## config.mk

```make
export PLATFORM = sky130hd
export DESIGN_NAME = pbpe_ctrl
export DESIGN_NICKNAME = d
export VERILOG_FILES = /design/src/hw/rtl/pbpe_pkg.sv /design/src/hw/rtl/pbpe_ctrl.sv
export SDC_FILE = /design/constraint.sdc
export NUM_CORES = 1
export LEC_CHECK = 0
export BUFFER_PORTS_ARGS = -buffer_cell sky130_fd_sc_hd__buf_2
export CAP_MARGIN = 30
export CORE_AREA = 2 2 39 41
export CTS_CLUSTER_DIAMETER = 200
export DETAILED_ROUTE_END_ITERATION = 8
export DIE_AREA = 0 0 41 43
export SYNTH_ARGS = -nofsm -noshare
export SYNTH_HDL_FRONTEND = slang
export SYNTH_SLANG_ARGS = --single-unit
```

## constraint.sdc

```tcl
create_clock -name clock -period 2 [get_ports clock]
set_input_delay 0.3 -clock clock [delete_from_list [all_inputs] [get_ports clock]]
set_output_delay 0.3 -clock clock [all_outputs]
set_load 0.05 [all_outputs]
```

## src/hw/rtl/pbpe_pkg.sv

```systemverilog
// Shared constants, codes and controller/datapath handshake types for the
// Poisson-binomial PMF engine. No dependencies.
`default_nettype none

package pbpe_pkg;

   // Store geometry and number format
   localparam int MAX_ENTRIES    = 1024;
   localparam int PROB_FRAC_BITS = 16;
   localparam int ADDR_W         = $clog2(MAX_ENTRIES);
   localparam int VALUE_W        = PROB_FRAC_BITS + 1;
   localparam int PROD_W         = 2 * VALUE_W;
   localparam int INDEX_W        = 10;
   localparam int COUNT_W        = 10;
   localparam int STATUS_W       = 2;

   localparam logic [VALUE_W-1:0] ONE_FX  = VALUE_W'(1) << PROB_FRAC_BITS;
   localparam logic [PROD_W-1:0]  HALF_FX = PROD_W'(1) << (PROB_FRAC_BITS - 1);

   // Request function codes
   localparam logic FUNC_FOLD = 1'b0;
   localparam logic FUNC_READ = 1'b1;

   // Response status codes
   localparam logic [STATUS_W-1:0] STAT_OK    = 2'd0;
   localparam logic [STATUS_W-1:0] STAT_FULL  = 2'd1;
   localparam logic [STATUS_W-1:0] STAT_RANGE = 2'd2;

   // Controller -> datapath commands
   typedef struct packed {
      logic                load_prob;    // latch clamped p and 1-p
      logic                init_lo;      // write 1-p to entry 0, terms = 1
      logic                init_hi;      // write p to entry 1
      logic                sweep_arm;    // clear sweep counter and lower neighbor
      logic                sweep_issue;  // read next entry into the sweep pipe
      logic                read_issue;   // read entry_index for a read request
      logic                rsp_load;     // load the response register
      logic                rsp_from_mem; // response value from read data
      logic [STATUS_W-1:0] rsp_status;
   } cmd_type;

   // Datapath -> controller status
   typedef struct packed {
      logic is_read;
      logic fold_start;
      logic fold_full;
      logic read_ok;
      logic last_issue;
      logic sweep_done;
      logic rsp_busy;
   } sts_type;

endpackage

`default_nettype wire

```

## src/hw/rtl/pbpe_ctrl.sv

```systemverilog
// Sequencing state machine: decodes each request and steps the datapath
// through init, sweep and reply. Depends on pbpe_pkg.
`default_nettype none

module pbpe_ctrl (
   input  wire logic              clock,
   input  wire logic              reset,
   input  wire logic              req_valid,
   output logic                   req_ready,
   input  wire pbpe_pkg::sts_type sts,
   output pbpe_pkg::cmd_type      cmd
);

   typedef enum logic [5:0] {
      ST_IDLE   = 6'b000001,
      ST_INIT   = 6'b000010,
      ST_RDWAIT = 6'b000100,
      ST_SWEEP  = 6'b001000,
      ST_DRAIN  = 6'b010000,
      ST_REPLY  = 6'b100000
   } state_type;

   state_type state_ff, state_in;
   logic      accept;

   // Take a request only when idle and the response slot is free or draining
   assign req_ready = (state_ff == ST_IDLE) && !sts.rsp_busy;
   assign accept    = req_valid && req_ready;

   // Next state and commands
   always_comb begin
      state_in = state_ff;
      cmd      = '0;
      unique case (state_ff)
         ST_IDLE: begin
            if (accept) begin
               if (sts.is_read) begin
                  if (sts.read_ok) begin
                     cmd.read_issue = 1'b1;
                     state_in       = ST_RDWAIT;
                  end else begin
                     cmd.rsp_load   = 1'b1;
                     cmd.rsp_status = pbpe_pkg::STAT_RANGE;
                  end
               end else if (sts.fold_start) begin
                  cmd.load_prob = 1'b1;
                  cmd.init_lo   = 1'b1;
                  state_in      = ST_INIT;
               end else if (sts.fold_full) begin
                  cmd.rsp_load   = 1'b1;
                  cmd.rsp_status = pbpe_pkg::STAT_FULL;
               end else begin
                  cmd.load_prob = 1'b1;
                  cmd.sweep_arm = 1'b1;
                  state_in      = ST_SWEEP;
               end
            end
         end
         ST_INIT: begin
            cmd.init_hi = 1'b1;
            state_in    = ST_REPLY;
         end
         ST_RDWAIT: begin
            cmd.rsp_load     = 1'b1;
            cmd.rsp_from_mem = 1'b1;
            cmd.rsp_status   = pbpe_pkg::STAT_OK;
            state_in         = ST_IDLE;
         end
         ST_SWEEP: begin
            cmd.sweep_issue = 1'b1;
            if (sts.last_issue) begin
               state_in = ST_DRAIN;
            end
         end
         ST_DRAIN: begin
            if (sts.sweep_done) begin
               state_in = ST_REPLY;
            end
         end
         ST_REPLY: begin
            cmd.rsp_load   = 1'b1;
            cmd.rsp_status = pbpe_pkg::STAT_OK;
            state_in       = ST_IDLE;
         end
         default: begin
            state_in = ST_IDLE;
         end
      endcase
   end

   // State register
   always_ff @(posedge clock) begin
      if (reset) begin
         state_ff <= ST_IDLE;
      end else begin
         state_ff <= state_in;
      end
   end

endmodule

`default_nettype wire

```

==> results.cfg, run 1 <==
[global_routing]
grt_pass1_vias = 594
antenna_found_initial = 0
grt_pass1_wl_mm = 2.64
grt_use_total_pct = 21.3
grt_max_degree = 9
grt_overflow = 0

[critical_path]
cp.depth = 6
crit_type = flip-flop to output port
path_buf_inv = 2
slowest_stage = or3_4
path_cells = nor3b_4, nand2_2, or3_4, buf_6, nor4_4, buf_6
crit_path_start_kind = flip-flop
cp-end-kind = output port
crit_family = simple AND/OR/NAND/NOR gates
rr_worst_depth = 5
crit_fanout = 3
cpMostUsedCell = buf_6
slowest_delay_ns = 0.34
arrival_ns = 1.71
cp.required_ns = 1.70

[clocking]
clock_sinks = 6
htreeDepth = 1
cts_hold_buf = 0
clk_pin_slew_worst_paths_ns = 0.05
cts_buffers = 3
clockBufferDepth = 2
clkLatencyLatePin_ns = 0.25
cts_tree = yes
cts-root-buf = clkbuf_4

[detailed_routing]
highest_layer = met4
wl_met1_um = 630
wl_mm = 1.56
dr.pass1.iters = 4
met3_length_um = 85
drtAntennaViolNets = 0
num_vias = 623
drt_iter0_markers = 20
routedWlPerCell_um = 13.7
via_per_inst = 5.46
drcViolationCount = 0
wl_met2_um = 804

[timing]
final_max_slew_viol_count = 0
timing.fmax_mhz = 496
clock_skew_ns = 0.00204
fin_crit_sh_pct = 101
worstMarginPinSlew_ns = 0.335
rsz0062_at_grt = yes
slew_headroom_pct = 77.4
fin_ws_ns = -0.0146
hold_violations = 0
finalSetupViolCount = 2
period_minus_slack_ns = 2.01

[placement]
port_buffers = 20
gp_congestion = 0.790
place_area_um2 = 751
dpl.hpwl_mm = 1.13

[finish]
regArea_um2 = 123
num-fill-cells = 119
fin_util_pct = 63.8
nets = 110
top_regs = state_ff x6
n_antenna_cell = 0
largest_reg_flops = 6
multi_input_area_um2 = 428
top_register = state_ff
stdcell_area_um2 = 883
area_growth_pct = 84.3
drive_above_1_share_pct = 59.2

[yosys]
avgSynthCellArea_um2 = 7.37
syn-cell-area_um2 = 479
async_flop_share_pct = 0
synth_top_area_cell = dfxtp_1
synthCells = 65
synth_top_area_share_pct = 25.1
ys_dominant_reg_cell = dfxtp_1
synth_seq_cells = 6
yosysSeqAreaShare_pct = 25.1
yosysMostFrequentCell = nor2_1
synth_edf_count = 0
synth_fp_nets = 75
ys_top_cells_by_area = dfxtp_1, nor2_1, nor3_1
ys_types = 28
synthTopCellsByCount = nor2_1, dfxtp_1, nand2_1
yosys_warnings = 0

[run_status]
status = complete, but fails checks
violations = setup timing

[floorplan]
die_h_um = 43
core_area_mm2 = 0.00138
rows = 14
ios = 21
die_x_um = 41
initial_core_util_pct = 34.6
die_area_mm2 = 0.00176

[power]
power_w = 0.00108
power.density_mw_per_mm2 = 1220
power_leakage_nw = 0.359
peakVddDrop_v = 0.000623

[run]
maxCapViolCount = 0

[min_path]
whs_path_depth = 2
hold_path.class = primary input to flip-flop
[power breakdown]
group	internal, W	total, W	switching (W)	leakage, nW
logic	0.000397	0.000796	0.000399	0.295
clock network	0.0000683	0.000119	0.0000504	0.0138
registers	0.000147	0.000166	0.0000189	0.0497
total	0.000613	0.00108	0.000468	0.359
[area by class of cell]
| cell class | instances | area share (%) |
|---|---|---|
| Clock buffer | 3 | 2.55 |
| Inverter | 3 | 1.27 |
| Multi-Input combinational cell | 51 | 48.4 |
| Sequential cell | 6 | 13.9 |
| Tap cell | 16 | 2.27 |
| Timing Repair Buffer | 35 | 31.6 |
[repair_timing]
item	in CTS	in global routing
buffers inserted	4	0
resized for setup	18	7
endpoints found under the setup margin	8	10
pin swaps	5	2
[cells in the final DEF, fill, tap and decap left out, types with 3 or more instances in the layout]
cell	netlist	layout
buf_4	0	14
buf_2	2	10
buf_6	1	9
nand2_1	6	5
nor2_1	7	4
clkbuf_4	0	4
dfxtp_1	6	4
inv_1	3	3
nor2_4	0	3
nor3_1	5	3
nand3_1	3	3
[cell families after synthesis]
logic type / share of synthesized area (%)
AO/OA/AOI/OAI: 15.1
XOR/XNOR: 5.48
buffers and inverters: 8.36
flip-flops: 25.1
AND/OR/NAND/NOR: 46.0
[worst paths after layout]
| path | slack (ns) | from | to |
|---|---|---|---|
| worst max-delay path | -0.01 | state_ff[3]$_SDFFE_PP0P_ | cmd[6] |
| worst min-delay path | 0.28 | reset | state_ff[3]$_SDFFE_PP0P_ |
| worst max register to register | 0.08 | state_ff[0]$_SDFFE_PP1P_ | state_ff[3]$_SDFFE_PP0P_ |
| worst min register to register | 0.63 | state_ff[5]$_SDFFE_PP0P_ | state_ff[0]$_SDFFE_PP1P_ |
[metal layers]
metal | vias up | global-route usage (%)
li1 | 301 | -
met3 | 4 | 2.09
met1 | 292 | 27.5
met4 | 0 | 8.67
met2 | 26 | 34.4
met5 | - | 0
[per-stage QoR]
step	instances	hold slack [ns]	setup TNS (ns)	setup WS (ns)
detailed placement	107	0.555	0	0.0564
finish	114	0.284	-0.0199	-0.0146
global placement	107	0.563	0	0.0709
global route	114	0.304	-0.355	-0.0820
floorplan	65	0.365	-0.373	-0.178
CTS	114	0.291	-0.0387	-0.0286
Power figures use the tool's default switching activity.
==> run 2: changes to the inputs <==
clock period = 2.42 ns   (was 2 ns; I/O delays follow)
==> results.cfg, run 2 (synthesis results as in run 1) <==
[timing]
whs_ns = 0.376
fin_ws_ns = 0.116
rsz0062_at_grt = no
timing.fmax_mhz = 434
clock_skew_ns = 0.00307
hold_violations = 0
period_minus_slack_ns = 2.30
final_max_slew_viol_count = 0
finalSetupViolCount = 0
worstMarginPinSlew_ns = 0.648
fin_crit_sh_pct = 95.2
slew_headroom_pct = 56.2

[critical_path]
cp-end-kind = output port
cp.required_ns = 2.06
startpoint = state_ff[2]$_SDFFE_PP0P_
reg2reg_from = state_ff[3]$_SDFFE_PP0P_
arrival_ns = 1.94
crit_fanout = 7
crit_path_start_kind = flip-flop
crit_type = flip-flop to output port

[finish]
final_cells = 103
mostFrequentLayoutCell = buf_2
nets = 99
top_regs = state_ff x6
area_growth_pct = 40.7
layout_common_cells = buf_2, nor2_1, nand2_1, dfxtp_1, buf_4
n_antenna_cell = 0
fin_util_pct = 48.7
drive_above_1_share_pct = 44.8
top_register = state_ff
largest_reg_flops = 6

[global_routing]
grt_overflow = 0
grt_use_total_pct = 21.2
grt_pass1_wl_mm = 2.55
grt_pass1_vias = 564
grt_max_degree = 10
antenna_found_initial = 0

[power]
power_leakage_nw = 0.287
power_w = 0.000649
power.density_mw_per_mm2 = 963
peakVddDrop_v = 0.000356

[detailed_routing]
num_vias = 586
dr.pass1.iters = 4
routedWlPerCell_um = 13.9
via_per_inst = 5.69
drcViolationCount = 0
drtAntennaViolNets = 0
wl_mm = 1.43
drt_iter0_markers = 12

[placement]
port_buffers = 20
dpl.hpwl_mm = 1.05
place_inst = 100
gp_congestion = 0.755
preCtsSetupSlack_ns = 0.173

[clocking]
cts_tree = yes
clock_sinks = 6
cts_buffers = 3
clkLatencyLatePin_ns = 0.25
clk_pin_slew_worst_paths_ns = 0.04
cts_setup_buffers = 0
cts-root-buf = clkbuf_4
htreeDepth = 1
clockBufferDepth = 2

[floorplan]
core_area_mm2 = 0.00138
die_x_um = 41
rows = 14
ios = 21
initial_core_util_pct = 34.6
die_area_mm2 = 0.00176
die_h_um = 43

[run]
maxCapViolCount = 0

[min_path]
min_from = sts[2]
hold_path.class = primary input to flip-flop

[run_status]
status = finished clean
[run 2: power by group]
| group | internal [W] | switching [W] |
|---|---|---|
| Combinational | 0.000163 | 0.000238 |
| Clock | 0.0000563 | 0.0000384 |
| Sequential | 0.000120 | 0.0000333 |
| Total | 0.000340 | 0.000309 |
[run 2: critical path, cell delays in order, from the launching register on]
cell     delay, ns
dfxtp_1       0.38
nor3_2        0.30
nand2_1       0.17
or3_4         0.42
nor3_2        0.16
buf_2         0.27
[run 2: layout make-up]
cell class	count	area [µm²]
Clock buffer	3	22.5
Fill cell	144	709
Inverter	3	11.3
Multi-Input combinational cell	51	368
Sequential cell	6	120
Tap cell	16	20.0
Timing Repair Buffer	24	133
[run 2: per-stage QoR]
step	cell area (µm²)	setup TNS, ns
6_report	674	0
5_1_grt	674	0
4_1_cts	669	0
3_5_place_dp	634	0
3_3_place_gp	634	0
2_1_floorplan	513	-0.302
[run 2: worst paths after layout]
check / endpoint / slack, ns / cells past startpoint
max: cmd[9] / 0.12 / 5
min: state_ff[4]$_SDFFE_PP0P_ / 0.38 / 3
max reg2reg: state_ff[3]$_SDFFE_PP0P_ / 0.53 / 5
min reg2reg: state_ff[0]$_SDFFE_PP1P_ / 0.62 / 2
[run 2: metal layers]
| metal | track usage [%] | share of wire [%] | vias up |
|---|---|---|---|
| li1 | - | - | 287 |
| met1 | 27.5 | 44 | 275 |
| met2 | 31.9 | 49 | 22 |
| met3 | 1.57 | 5.7 | 2 |
| met4 | 14.0 | 1.1 | 0 |
| met5 | 0 | 0 | - |
[run 2: what timing repair did]
item                       CTS  global route
setup endpoints to repair    7             7
resized for setup            3             1
hold buffers                 0             0
cloned                       0             0
==> run 3: changes to the inputs <==
ABC_AREA = 1   (was not set)
PLACE_DENSITY = 0.69   (was not set)
==> results.cfg, run 3 <==
[run_status]
status = finished clean

[global_routing]
antenna_found_initial = 0
met3_usage_pct = 7.85
grt_max_degree = 10
grt_overflow = 0
gr-max-usage-layer = met2
grt_pass1_vias = 520
grt_pass1_wl_mm = 2.04
grt_use_met1_pct = 20.0
grt_use_total_pct = 17.0
met2_usage_pct = 26.9

[detailed_routing]
via_per_inst = 4.92
dr.pass1.iters = 4
drtAntennaViolNets = 0
drcViolationCount = 0
drt_iter0_markers = 5
num_vias = 581
routedWlPerCell_um = 10.2
wl_mm = 1.21

[floorplan]
die_x_um = 41
rows = 14
die_area_mm2 = 0.00176
ios = 21
initial_core_util_pct = 39.8
die_h_um = 43
core_area_mm2 = 0.00138

[yosys]
synth_seq_cells = 6
yosysSeqAreaShare_pct = 21.8
yosys_warnings = 0
ys_types = 22
synthTopCellsByCount = inv_1, nor2_1, nand2_1
avgSynthCellArea_um2 = 6.97
synth_top_area_share_pct = 21.8
ys_top_cells_by_area = dfxtp_1, inv_1, nor2_1
synth_fp_nets = 89
synth_top_area_cell = dfxtp_1
syn-cell-area_um2 = 551
synth_edf_count = 0
synthCells = 79
yosysMostFrequentCell = inv_1
ys_dominant_reg_cell = dfxtp_1
async_flop_share_pct = 0

[timing]
tns_ns = 0
worstMarginPinSlew_ns = 0.224
finalSetupViolCount = 0
final_max_slew_viol_count = 0
hold_violations = 0
slew_headroom_pct = 84.9
fin_ws_ns = 0.349
clock_skew_ns = 0.000778
rsz0062_at_grt = no
fin_crit_sh_pct = 85.6
period_minus_slack_ns = 2.07
timing.fmax_mhz = 483

[finish]
mostFrequentLayoutCell = buf_2
layout_common_cells = buf_2, inv_1, nor2_1
n_antenna_cell = 0
top_register = state_ff
top_regs = state_ff x6
drive_above_1_share_pct = 40.2
nets = 114
largest_reg_flops = 6
num-fill-cells = 149
area_growth_pct = 25.9
final_cells = 118
fin_util_pct = 50.1

[critical_path]
worstReg2RegEnd = state_ff[3]$_SDFFE_PP0P_
slowest_delay_ns = 0.34
rr_worst_depth = 8
r2r_slack_ns = 1.09
path_cells = nor2_4, nand2_4, nor2_8, inv_4, nor2_4, nand2_4, o211ai_2, buf_2
slowest_stage = dfxtp_1
reg2reg_from = state_ff[2]$_SDFFE_PP0P_
cp.required_ns = 2.06
crit_fanout = 9
cp-end-kind = output port
path_buf_inv = 2
crit_path_start_kind = flip-flop
crit_type = flip-flop to output port
crit_family = simple AND/OR/NAND/NOR gates
arrival_ns = 1.71

[power]
power.density_mw_per_mm2 = 1010
power_w = 0.000701
peakVddDrop_v = 0.000563
power_leakage_nw = 0.383

[min_path]
whs_path_depth = 2
min_from = reset
hold_end = state_ff[2]$_SDFFE_PP0P_
hold_path.class = primary input to flip-flop

[placement]
place_inst = 115
gp_congestion = 0.813
preCtsSetupSlack_ns = 0.606
port_buffers = 20
dpl.hpwl_mm = 1.01

[clocking]
clkLatencyLatePin_ns = 0.25
cts_tree = yes
clockBufferDepth = 2
clk_pin_slew_worst_paths_ns = 0.04
clock_sinks = 6
cts-root-buf = clkbuf_4
ctsResizeCount = 0
cts_buffers = 3
htreeDepth = 1
cts_hold_buf = 0
cts_setup_buffers = 0

[run]
maxCapViolCount = 0
-- run 3: cell type report --
type,count,area (µm²),area share [%]
flip-flops and latches,6,120,17.3
inverters,18,70.1,10.1
well taps,16,20.0,2.89
repair buffers,20,100,14.4
multi-input cells,55,360,52.0
clock buffers,3,22.5,3.25
-- run 3: worst max path at each step --
stage	from	to	cells after the start
after floorplan	state_ff[2]$_SDFFE_PP0P_	cmd[0]	7
after global placement	state_ff[2]$_SDFFE_PP0P_	cmd[3]	8
after detailed placement	state_ff[2]$_SDFFE_PP0P_	cmd[3]	8
after CTS	state_ff[2]$_SDFFE_PP0P_	cmd[3]	8
after global routing	state_ff[2]$_SDFFE_PP0P_	cmd[3]	8
final	state_ff[2]$_SDFFE_PP0P_	cmd[3]	8
-- run 3: routing by layer --
metal  routed length [µm]  part of all wire, %
met1                  511                   42
met2                  603                   50
met3                   78                  6.5
met4                   16                  1.3
met5                    0                    0
-- run 3: cells by family (layout without fill, tap and decap cells) --
family,Yosys count,count (layout),synth area share [%]
compound gates,5,5,6.59
buf+inv,18,41,12.7
flops,6,6,21.8
simple gates,50,50,58.9
-- run 3: power by group --
part	switching, W	internal (W)
logic	0.000319	0.000145
registers	0.0000226	0.000122
clock network	0.0000368	0.0000561
-- run 3: stage by stage --
step / hold slack (ns) / area (µm²)
2_1_floorplan: 0.441 / 551
3_3_place_gp: 0.498 / 671
3_5_place_dp: 0.512 / 671
4_1_cts: 0.340 / 693
5_1_grt: 0.366 / 693
6_report: 0.340 / 693
